--- config.mk ---
export PLATFORM = sky130hd
export DESIGN_NAME = crc16_frame_builder
export DESIGN_NICKNAME = d
export VERILOG_FILES = /design/src/rtl/cfb_pkg.sv /design/src/rtl/cfb_front.sv /design/src/rtl/cfb_queue.sv /design/src/rtl/cfb_back.sv /design/src/rtl/crc16_frame_builder.sv
export SDC_FILE = /design/constraint.sdc
export NUM_CORES = 1
export LEC_CHECK = 0
export ABC_AREA = 1
export ABC_CLOCK_PERIOD_IN_PS = 2700
export BUFFER_PORTS_ARGS = -buffer_cell sky130_fd_sc_hd__buf_2
export CORE_MARGIN = 2
export CORE_UTILIZATION = 45
export CTS_CLUSTER_SIZE = 8
export DETAILED_ROUTE_END_ITERATION = 12
export GPL_ROUTABILITY_DRIVEN = 0
export GPL_TIMING_DRIVEN = 0
export HOLD_SLACK_MARGIN = 0.15
export PLACE_DENSITY = 0.6
export SLEW_MARGIN = 20
export SYNTH_ARGS = -nofsm -noshare
export SYNTH_HDL_FRONTEND = slang
export SYNTH_HIERARCHICAL = 1
export SYNTH_SLANG_ARGS = --single-unit
--- constraint.sdc ---
create_clock -name clk -period 2.7 [get_ports clk]
set_input_delay 0.675 -clock clk [delete_from_list [all_inputs] [get_ports clk]]
set_output_delay 0.675 -clock clk [all_outputs]
set_load 0.005 [all_outputs]
--- src/rtl/cfb_pkg.sv ---
`timescale 1ns / 1ps
// ----------------------------------------------------------------------------
// cfb_pkg: shared types and constants of the CRC-16 frame builder
// Holds the queue entry, the byte sequencer phases and the CRC-16/MODBUS fold.
// ----------------------------------------------------------------------------
package cfb_pkg;

    localparam logic [7:0]  HDR_BYTE    = 8'hFE;
    localparam logic [15:0] CRC_INIT    = 16'hFFFF;
    localparam logic [15:0] CRC_POLY    = 16'hA001;
    localparam int          QUEUE_DEPTH = 4;

    // One classified input word, as held in the queue
    typedef struct packed {
        logic       has_hdr;
        logic       has_data;
        logic       has_crc;
        logic [7:0] len;
        logic [7:0] cmd;
        logic [7:0] data;
    } cfb_entry_t;

    // Byte positions within one entry
    typedef enum logic [2:0] {
        PH_HDR0,
        PH_HDR1,
        PH_LEN,
        PH_CMD,
        PH_DATA,
        PH_CRCL,
        PH_CRCH
    } cfb_phase_t;

    // Fold one byte into a reflected CRC-16 (eight shift steps)
    function automatic logic [15:0] crc_fold(input logic [15:0] crc, input logic [7:0] b);
        logic [15:0] c;
        c = crc ^ {8'd0, b};
        for (int k = 0; k < 8; k++)
        begin
            if (c[0])
                c = (c >> 1) ^ CRC_POLY;
            else
                c = c >> 1;
        end
        return c;
    endfunction

endpackage

--- src/rtl/cfb_front.sv ---
`timescale 1ns / 1ps
`default_nettype none
// ----------------------------------------------------------------------------
// cfb_front: input classifier
// Decodes the marks of an input word and saturates the frame length.
// ----------------------------------------------------------------------------
module cfb_front #(
    parameter int BUFFER_BYTES = 128
) (
    input  wire logic [7:0]        payload_byte,
    input  wire logic [7:0]        frame_command,
    input  wire logic [6:0]        payload_count,
    input  wire logic              first_byte,
    input  wire logic              last_byte,
    input  wire logic              empty_frame,
    output cfb_pkg::cfb_entry_t    entry
);

    localparam int unsigned LIMIT = BUFFER_BYTES - 6;

    logic [7:0] len_sat;

    // Clamp the count so the frame fits the buffer, then add header overhead
    always_comb
    begin
        if (32'(payload_count) > LIMIT)
            len_sat = 8'(LIMIT + 3);
        else
            len_sat = {1'b0, payload_count} + 8'd3;
    end

    // Classify: an empty frame overrides the other marks
    always_comb
    begin
        entry.cmd  = frame_command;
        entry.data = payload_byte;
        if (empty_frame)
        begin
            entry.has_hdr  = 1'b1;
            entry.has_data = 1'b0;
            entry.has_crc  = 1'b1;
            entry.len      = 8'd3;
        end
        else
        begin
            entry.has_hdr  = first_byte;
            entry.has_data = 1'b1;
            entry.has_crc  = last_byte;
            entry.len      = len_sat;
        end
    end

endmodule
`default_nettype wire

--- src/rtl/cfb_queue.sv ---
`timescale 1ns / 1ps
`default_nettype none
// ----------------------------------------------------------------------------
// cfb_queue: short entry queue
// Decouples the classifier from the byte sequencer so each side stalls alone.
// ----------------------------------------------------------------------------
module cfb_queue (
    input  wire logic                clk,
    input  wire logic                rst_n,
    input  wire logic                push,
    input  cfb_pkg::cfb_entry_t      push_entry,
    output logic                     full,
    input  wire logic                pop,
    output logic                     head_valid,
    output cfb_pkg::cfb_entry_t      head_entry
);

    localparam int PTR_W = $clog2(cfb_pkg::QUEUE_DEPTH);
    localparam int CNT_W = $clog2(cfb_pkg::QUEUE_DEPTH + 1);

    cfb_pkg::cfb_entry_t mem [cfb_pkg::QUEUE_DEPTH];
    logic [PTR_W-1:0] wr_ptr_reg, wr_ptr_next;
    logic [PTR_W-1:0] rd_ptr_reg, rd_ptr_next;
    logic [CNT_W-1:0] cnt_reg, cnt_next;
    logic             do_push, do_pop;

    assign full       = (cnt_reg == CNT_W'(cfb_pkg::QUEUE_DEPTH));
    assign head_valid = (cnt_reg != '0);
    assign head_entry = mem[rd_ptr_reg];
    assign do_push    = push && !full;
    assign do_pop     = pop && head_valid;

    // Advance pointers and occupancy
    always_comb
    begin
        wr_ptr_next = do_push ? wr_ptr_reg + 1'b1 : wr_ptr_reg;
        rd_ptr_next = do_pop  ? rd_ptr_reg + 1'b1 : rd_ptr_reg;
        cnt_next    = cnt_reg;
        if (do_push && !do_pop)
            cnt_next = cnt_reg + 1'b1;
        else if (do_pop && !do_push)
            cnt_next = cnt_reg - 1'b1;
    end

    always_ff @(posedge clk or negedge rst_n)
    begin
        if (!rst_n)
        begin
            wr_ptr_reg <= '0;
            rd_ptr_reg <= '0;
            cnt_reg    <= '0;
        end
        else
        begin
            wr_ptr_reg <= wr_ptr_next;
            rd_ptr_reg <= rd_ptr_next;
            cnt_reg    <= cnt_next;
        end
    end

    // Store the entry
    always_ff @(posedge clk)
    begin
        if (do_push)
            mem[wr_ptr_reg] <= push_entry;
    end

endmodule
`default_nettype wire

--- src/rtl/cfb_back.sv ---
`timescale 1ns / 1ps
`default_nettype none
// ----------------------------------------------------------------------------
// cfb_back: byte sequencer
// Walks each queued entry byte by byte, folds the CRC, drives the output word.
// ----------------------------------------------------------------------------
module cfb_back (
    input  wire logic                clk,
    input  wire logic                rst_n,
    input  wire logic                head_valid,
    input  cfb_pkg::cfb_entry_t      head_entry,
    output logic                     pop,
    output logic                     out_valid,
    input  wire logic                out_ready,
    output logic [7:0]               out_byte,
    output logic                     out_last
);

    cfb_pkg::cfb_phase_t phase_reg, phase_next, cur_phase, start_phase, after_phase;
    logic        started_reg, started_next;
    logic [15:0] crc_reg, crc_next;
    logic        valid_reg, valid_next;
    logic [7:0]  byte_reg, byte_next;
    logic        last_reg, last_next;
    logic        advance, entry_done;
    logic [7:0]  cur_byte;
    logic [15:0] crc_base;

    assign out_valid = valid_reg;
    assign out_byte  = byte_reg;
    assign out_last  = last_reg;
    assign advance   = head_valid && (!valid_reg || out_ready);

    // Pick the first byte position of a fresh entry
    always_comb
    begin
        if (head_entry.has_hdr)
            start_phase = cfb_pkg::PH_HDR0;
        else if (head_entry.has_data)
            start_phase = cfb_pkg::PH_DATA;
        else
            start_phase = cfb_pkg::PH_CRCL;
        cur_phase = started_reg ? phase_reg : start_phase;
    end

    // Select the byte, the next position and the CRC update
    always_comb
    begin
        entry_done  = 1'b0;
        after_phase = cur_phase;
        cur_byte    = head_entry.data;
        crc_base    = (cur_phase == cfb_pkg::PH_HDR0) ? cfb_pkg::CRC_INIT : crc_reg;
        unique case (cur_phase)
            cfb_pkg::PH_HDR0:
            begin
                cur_byte    = cfb_pkg::HDR_BYTE;
                after_phase = cfb_pkg::PH_HDR1;
            end
            cfb_pkg::PH_HDR1:
            begin
                cur_byte    = cfb_pkg::HDR_BYTE;
                after_phase = cfb_pkg::PH_LEN;
            end
            cfb_pkg::PH_LEN:
            begin
                cur_byte    = head_entry.len;
                after_phase = cfb_pkg::PH_CMD;
            end
            cfb_pkg::PH_CMD:
            begin
                cur_byte    = head_entry.cmd;
                after_phase = head_entry.has_data ? cfb_pkg::PH_DATA : cfb_pkg::PH_CRCL;
            end
            cfb_pkg::PH_DATA:
            begin
                cur_byte    = head_entry.data;
                after_phase = cfb_pkg::PH_CRCL;
                entry_done  = !head_entry.has_crc;
            end
            cfb_pkg::PH_CRCL:
            begin
                cur_byte    = crc_reg[7:0];
                after_phase = cfb_pkg::PH_CRCH;
            end
            cfb_pkg::PH_CRCH:
            begin
                cur_byte    = crc_reg[15:8];
                after_phase = cfb_pkg::PH_HDR0;
                entry_done  = 1'b1;
            end
            default:
            begin
                cur_byte    = head_entry.data;
                after_phase = cfb_pkg::PH_HDR0;
            end
        endcase
    end

    // Sequence state and output register
    always_comb
    begin
        pop          = 1'b0;
        phase_next   = phase_reg;
        started_next = started_reg;
        crc_next     = crc_reg;
        valid_next   = valid_reg;
        byte_next    = byte_reg;
        last_next    = last_reg;
        if (out_ready)
            valid_next = 1'b0;
        if (advance)
        begin
            valid_next = 1'b1;
            byte_next  = cur_byte;
            last_next  = (cur_phase == cfb_pkg::PH_CRCH);
            if (cur_phase == cfb_pkg::PH_CRCH)
                crc_next = cfb_pkg::CRC_INIT;
            else if (cur_phase != cfb_pkg::PH_CRCL)
                crc_next = cfb_pkg::crc_fold(crc_base, cur_byte);
            if (entry_done)
            begin
                pop          = 1'b1;
                started_next = 1'b0;
            end
            else
            begin
                started_next = 1'b1;
                phase_next   = after_phase;
            end
        end
    end

    always_ff @(posedge clk or negedge rst_n)
    begin
        if (!rst_n)
        begin
            phase_reg   <= cfb_pkg::PH_HDR0;
            started_reg <= 1'b0;
            crc_reg     <= cfb_pkg::CRC_INIT;
            valid_reg   <= 1'b0;
        end
        else
        begin
            phase_reg   <= phase_next;
            started_reg <= started_next;
            crc_reg     <= crc_next;
            valid_reg   <= valid_next;
        end
    end

    // Hold the output word payload
    always_ff @(posedge clk)
    begin
        byte_reg <= byte_next;
        last_reg <= last_next;
    end

endmodule
`default_nettype wire

--- src/rtl/crc16_frame_builder.sv ---
`timescale 1ns / 1ps
`default_nettype none
// ----------------------------------------------------------------------------
// crc16_frame_builder: serial frame builder with CRC-16/MODBUS trailer
// Classifier, entry queue and byte sequencer with a registered output word.
// ----------------------------------------------------------------------------
// One input word is taken per cycle while the four-entry queue has room. The
// byte sequencer sends one output word per cycle while entries are queued and
// the output is not stalled, so a plain payload word yields one byte, a first
// word five, a last word three, a first-and-last word seven and an empty frame
// six; the sustained input rate is set by the sequencer's byte output. Frames
// are 0xFE 0xFE, length (count plus 3, count clamped to BUFFER_BYTES - 6),
// command, payload, then CRC low and high; m_tlast marks the CRC high byte.
module crc16_frame_builder #(
    parameter int BUFFER_BYTES = 128
) (
    input  wire logic        clk,
    input  wire logic        rst_n,
    input  wire logic        s_tvalid,
    output logic             s_tready,
    input  wire logic [23:0] s_tdata,   // payload_byte, frame_command, payload_count, pad
    input  wire logic [1:0]  s_tuser,   // first_byte, empty_frame
    input  wire logic        s_tlast,   // last_byte
    output logic             m_tvalid,
    input  wire logic        m_tready,
    output logic [7:0]       m_tdata,   // out_byte
    output logic             m_tlast    // frame_end
);

    cfb_pkg::cfb_entry_t in_entry, head_entry;
    logic                q_full, head_valid, pop;

    assign s_tready = !q_full;

    // Classify the incoming word
    cfb_front #(
        .BUFFER_BYTES (BUFFER_BYTES)
    ) u_front (
        .payload_byte  (s_tdata[7:0]),
        .frame_command (s_tdata[15:8]),
        .payload_count (s_tdata[22:16]),
        .first_byte    (s_tuser[0]),
        .last_byte     (s_tlast),
        .empty_frame   (s_tuser[1]),
        .entry         (in_entry)
    );

    // Buffer classified words
    cfb_queue u_queue (
        .clk        (clk),
        .rst_n      (rst_n),
        .push       (s_tvalid),
        .push_entry (in_entry),
        .full       (q_full),
        .pop        (pop),
        .head_valid (head_valid),
        .head_entry (head_entry)
    );

    // Emit frame bytes
    cfb_back u_back (
        .clk        (clk),
        .rst_n      (rst_n),
        .head_valid (head_valid),
        .head_entry (head_entry),
        .pop        (pop),
        .out_valid  (m_tvalid),
        .out_ready  (m_tready),
        .out_byte   (m_tdata),
        .out_last   (m_tlast)
    );

endmodule
`default_nettype wire

=== Yosys cells after proc, flatten, opt, wreduce, memory -nomap -nowiden ===
Memories as Yosys holds them, arrays and structs flattened.
Cells that the tools add are included.

* Flip-flop bits (word level): 37
* Memory bits (writable): 108
* Bits of input ports: 31
* Output and inout bits: 11
* Logic and storage cells: 102
* Memories kept: 1

* $add $sub $neg: 5
* Magnitude comparators: 1
* Eq/ne operators: 8
* Muxes and demuxes: 49
* Bitwise operators: 10
* Reductions and logical operators: 19

{| class="wikitable"
|+ Memory list
! memory !! depth !! bits a word !! read ports !! clocked after memory_dff !! wr ports !! line !! text
|-
| u_queue.mem || 4 || 27 || 1 || 0 || 1 || cfb_queue.sv:21 || <nowiki>cfb_pkg::cfb_entry_t mem [cfb_pkg::QUEUE_DEPTH];</nowiki>
|}

{| class="wikitable"
|+ Operators by type and width
! operator !! count
|-
| 2-to-1 mux 16 bit || 32
|-
| case mux 8 bit (5 select lines) || 1
|-
| NOT 2 -> 3 bit || 8
|-
| case mux 3 bit (6 select lines) || 1
|-
| XOR 16 x 8 -> 16 bit || 1
|-
| == test 3 bit, second input constant || 4
|-
| 2-to-1 mux 3 bit || 4
|-
| 2-to-1 mux 11 bit || 1
|-
| adder 7 x 2 -> 8 bit, second input constant || 1
|-
| 2-to-1 mux 1 bit || 8
|-
| 2-to-1 mux 8 bit || 1
|-
| > comparator 7 bit, second input constant || 1
|-
| == test 3 x 2 -> 1 bit, second input constant || 2
|-
| nonzero test 2 bit || 3
|-
| logical AND 1 bit || 5
|-
| logical NOT 1 bit || 5
|-
| adder 2 x 1 -> 2 bit, second input constant || 2
|-
| AND reduction 2 bit || 2
|-
| adder 3 x 1 -> 3 bit, second input constant || 1
|-
| == test 3 x 1 -> 1 bit, second input constant || 1
|-
| logical NOT 3 bit || 1
|-
| inequality test 3 bit, second input constant || 1
|-
| nonzero test 3 bit || 1
|-
| subtractor 3 x 1 -> 3 bit, second input constant || 1
|-
| 4 further kinds || 4
|}

=== Logic depth before layout (Yosys ltp) ===
An unclocked memory read counts as a cell.

* Depth after elaboration: 47
* Depth in mapped cells: 29
* Depth with buffers taken out: 27

=== Cells and area by module ===
Netlist, hierarchy kept.

{| class="wikitable"
|+ By module, submodules not included
! module !! instances !! cells an instance !! area each (µm²) !! sequential area each (µm²)
|-
| cfb_queue || 1 || 375 || 4765.8 || 3418.3
|-
| cfb_back || 1 || 309 || 2209.6 || 815.8
|-
| cfb_front || 1 || 61 || 354.1 || 0.0
|-
| crc16_frame_builder || 1 || 1 || 3.8 || 0.0
|}

=== Least setup slack after synthesis ===
Ideal clock, no wire load.

* Path kind: register to register
* From: register u_queue.rd_ptr_reg[0]
* To: register u_back.crc_reg[0]
* Library setup time: 0.072 ns
* Data arrival time: 2.501 ns
* Required time: 2.628 ns
* Setup slack: 0.126 ns
* Stages on the path, launching flop included: 28
* Path buffers: 2
* Clock period less this slack: 2.574 ns
* Path through: dfrtp_1 inv_2 buf_6 buf_6 nand2_1 o211ai_1 nand2_1 inv_1 nand2_4 nand2_4 nand2_2 inv_2 nand2_4 or2_1 o21ai_2 nand2_1 nand2_1 nand2_1 nand2_2 nand2_2 nand2_1 nand2_2 nand2_2 nand2_2 nand3b_1 nand3_1 nand2_1 inv_1

{| class="wikitable"
|+ RTL lines
! element !! line !! text
|-
| start: declaration || cfb_queue.sv:23 || <nowiki>logic [PTR_W-1:0] rd_ptr_reg, rd_ptr_next;</nowiki>
|-
| start signal: assignment || cfb_queue.sv:56 || <nowiki>rd_ptr_reg <= rd_ptr_next;</nowiki>
|-
| end signal: assignment || cfb_back.sv:139 || <nowiki>crc_reg <= cfb_pkg::CRC_INIT;</nowiki>
|-
| end signal: assignment || cfb_back.sv:146 || <nowiki>crc_reg <= crc_next;</nowiki>
|-
| end: declaration || cfb_back.sv:21 || <nowiki>logic [15:0] crc_reg, crc_next;</nowiki>
|}

==> impl_metrics.toml <==
[synthesis]
yosysSeqAreaShare = 0.5774
syn_inst = 746
syn_area_um2 = 7333
synth.distinct_cells = 41
yosysWarnings = 6
postSynthAreaPerCell_um2 = 9.830
synth_nets = 785
synth.ff_latch_count = 145

[route]
drt_wl_total_um = 17620
antenna_left = 0
drtPass1Iterations = 7
vias = 5458
viasPerCell = 5.072
drc = 0
routedWlPerCell_um = 16.37
drtIter0Drc = 366

[finish]
instances_no_fill = 1076
final_util = 0.5825
diodes = 0
drive_gt1_frac = 0.3477
fin_nets = 886
largest_register_ff_count = 108
synthToLayoutAreaGrowth_pct = 26.17

[global_route]
grt_max_degree = 29
grt_pass1_vias = 5373
antenna_found_initial = 0
track_usage = 0.2093
grt_pass1_wl_um = 27790
grt_overflow = 0

[floorplan]
core_um2 = 15890
pin_count = 42
die_h_um = 131.7
start_util = 0.4616
rows = 46
dieArea_um2 = 17330
die_w_um = 131.7

[clock_network]
cts_tree = "built"
cts.sinks = 145
clock_tree.root_cell = "clkbuf_16"
cts_buffers = 17
htree_levels = 4
cts_buffer_depth = 2
clkLatencyLatePin_ns = 0.42
postCtsHoldBufs = 0
clk_pin_slew_worst_paths_ns = 0.06

[run_status]
violations = "setup timing"
outcome = "complete, but fails checks"

[critical_path]
cp-start-kind = "flip-flop"
cp_max_fo = 7
cp.arrival_ns = 3.27
reg2regPathDepth = 27
worstPathRequired_ns = 3.07
worstSetupPathType = "flip-flop to flip-flop"
end_kind = "flip-flop"

[sta]
skew_ns = 0.007242
rsz0062_at_grt = "yes"
final-setup-viol-count = 6
setup_slack_ns = -0.2084
fin_crit_ns = 2.908
worstMarginPinSlew_ns = 0.6887
hold_violations = 0
relSlewSlack = 0.5409
fmax_mhz = 343.8
worst_hold_slack_ns = 0.2978
slew_viol_final = 0
timing.final.crit_share = 1.077

[placement]
portBuffers = 24
placed_cells = 990
dp.final_hpwl_um = 11870

[job]
max-cap-violations = 0

[min_path]
hp-class = "input pin to asynchronous set/reset pin"
routing by layer:
layer | GRT usage | wire, um
met2 | 0.3546 | 8934
met1 | 0.2562 | 7522
met4 | 0.09239 | 431
met5 | 0 | 0
met3 | 0.04745 | 727
cell families after synthesis:
| logic type | Yosys count | synth area share |
|---|---|---|
| XOR/XNOR | 5 | 0.005971 |
| flip-flops | 145 | 0.5774 |
| adder cells (fa/ha/maj) | 8 | 0.01467 |
| AND/OR/NAND/NOR | 314 | 0.1954 |
| buffers and inverters | 171 | 0.1109 |
| AO/OA/AOI/OAI | 102 | 0.09521 |
| other | 1 | 0.0005114 |
timing repair:
action	CTS	global route
endpoints found under the setup margin	18	19
resized for setup	53	72
pin swaps	31	51
setup buffers	35	22
final cells by class:
type / instances / area [um^2]
Fill cell: 1364 / 6633
Sequential cell: 145 / 4234
Multi-Input combinational cell: 430 / 2660
Timing Repair Buffer: 82 / 654.4
Inverter: 134 / 521.8
Clock buffer: 18 / 429.2
Buffer: 37 / 330.3
Tap cell: 216 / 270.3
Clock inverter: 14 / 152.6
final timing paths:
kind,to,slack (ns),startpoint
worst min-delay path,u_queue/rd_ptr_reg[1],0.30,rst_n
max in group asynchronous,u_back/phase_reg[0],1.96,rst_n
worst max-delay path,u_back/crc_reg[0],-0.21,u_queue/rd_ptr_reg[0]
worst min register to register,u_queue/cnt_reg[2],0.51,u_queue/cnt_reg[2]
min in group clk,u_queue/mem[0][3],0.45,s_tdata[3]
worst max register to register,u_back/crc_reg[0],-0.21,u_queue/rd_ptr_reg[0]
metrics by stage:
| stage | area (um^2) | TNS (ns) | setup WS (ns) |
|---|---|---|---|
| CTS | 8882 | -0.9096 | -0.1898 |
| detailed placement | 7864 | -3.239 | -0.4301 |
| floorplan | 7333 | 0 | 0.1263 |
| global placement | 7724 | -88.20 | -0.8240 |
| global route | 9253 | -1.959 | -0.4135 |
| finish | 9253 | -0.7630 | -0.2084 |
synth_stat cells, drive strengths merged:
cell type,instances,area share
conb,1,0.00051
a21oi,16,0.013
o22ai,6,0.0051
nor3,4,0.0043
o211ai,54,0.055
o21ai,19,0.015
o32ai,1,0.0012
inv,131,0.067
ha,7,0.012
a22oi,5,0.0051
or2,6,0.0051
nor2b,1,0.00085
nor2,47,0.030
nand3,42,0.033
xnor2,1,0.0012
edfxtp,117,0.48
xor2,4,0.0048
nand3b,2,0.0020
fa,1,0.0027
dfstp,16,0.057
nand2,205,0.11
clkbuf,2,0.0010
nand4,7,0.0060
clkinv,3,0.0017
o21bai,1,0.0010
buf,35,0.041
dfrtp,12,0.041
worst max-delay path, cell delays in order (launching register included):
cell and delay (ns):
dfrtp_1 0.40, inv_2 0.09, buf_8 0.14, buf_8 0.12, nand2_1 0.05, o211ai_1 0.07, nand2_1 0.15, nor2_2 0.15
nand2_1 0.07, nand2_2 0.12, buf_6 0.12, nor3_4 0.04, buf_6 0.14, nor2_4 0.16, nand3_1 0.12, nand2_2 0.11
nand2_1 0.06, nand2_1 0.07, nand2_2 0.06, nand2_2 0.08, inv_1 0.05, nand2_2 0.08, nand2_2 0.08, nand2_2 0.07
nand3b_1 0.07, nand3_1 0.08, nand2_1 0.05, inv_1 0.05
cells in the final DEF, fill, tap and decap left out, types with 11 or more instances in the layout:
cell       instances
buf_2             27
dfrtp_1           12
nand2_1          150
a21oi_1           11
nand3_2           15
edfxtp_1         117
dfstp_2           16
nor2_1            24
buf_4             68
inv_1            115
o211ai_1          54
nand2_2           46
clkbuf_16         17
nand3_1           25
buf_6             13
nor2_4            16
inv_2             13
Power is not shown: default switching activity piles up to over one toggle a cycle in this logic, so the estimate is an artifact.
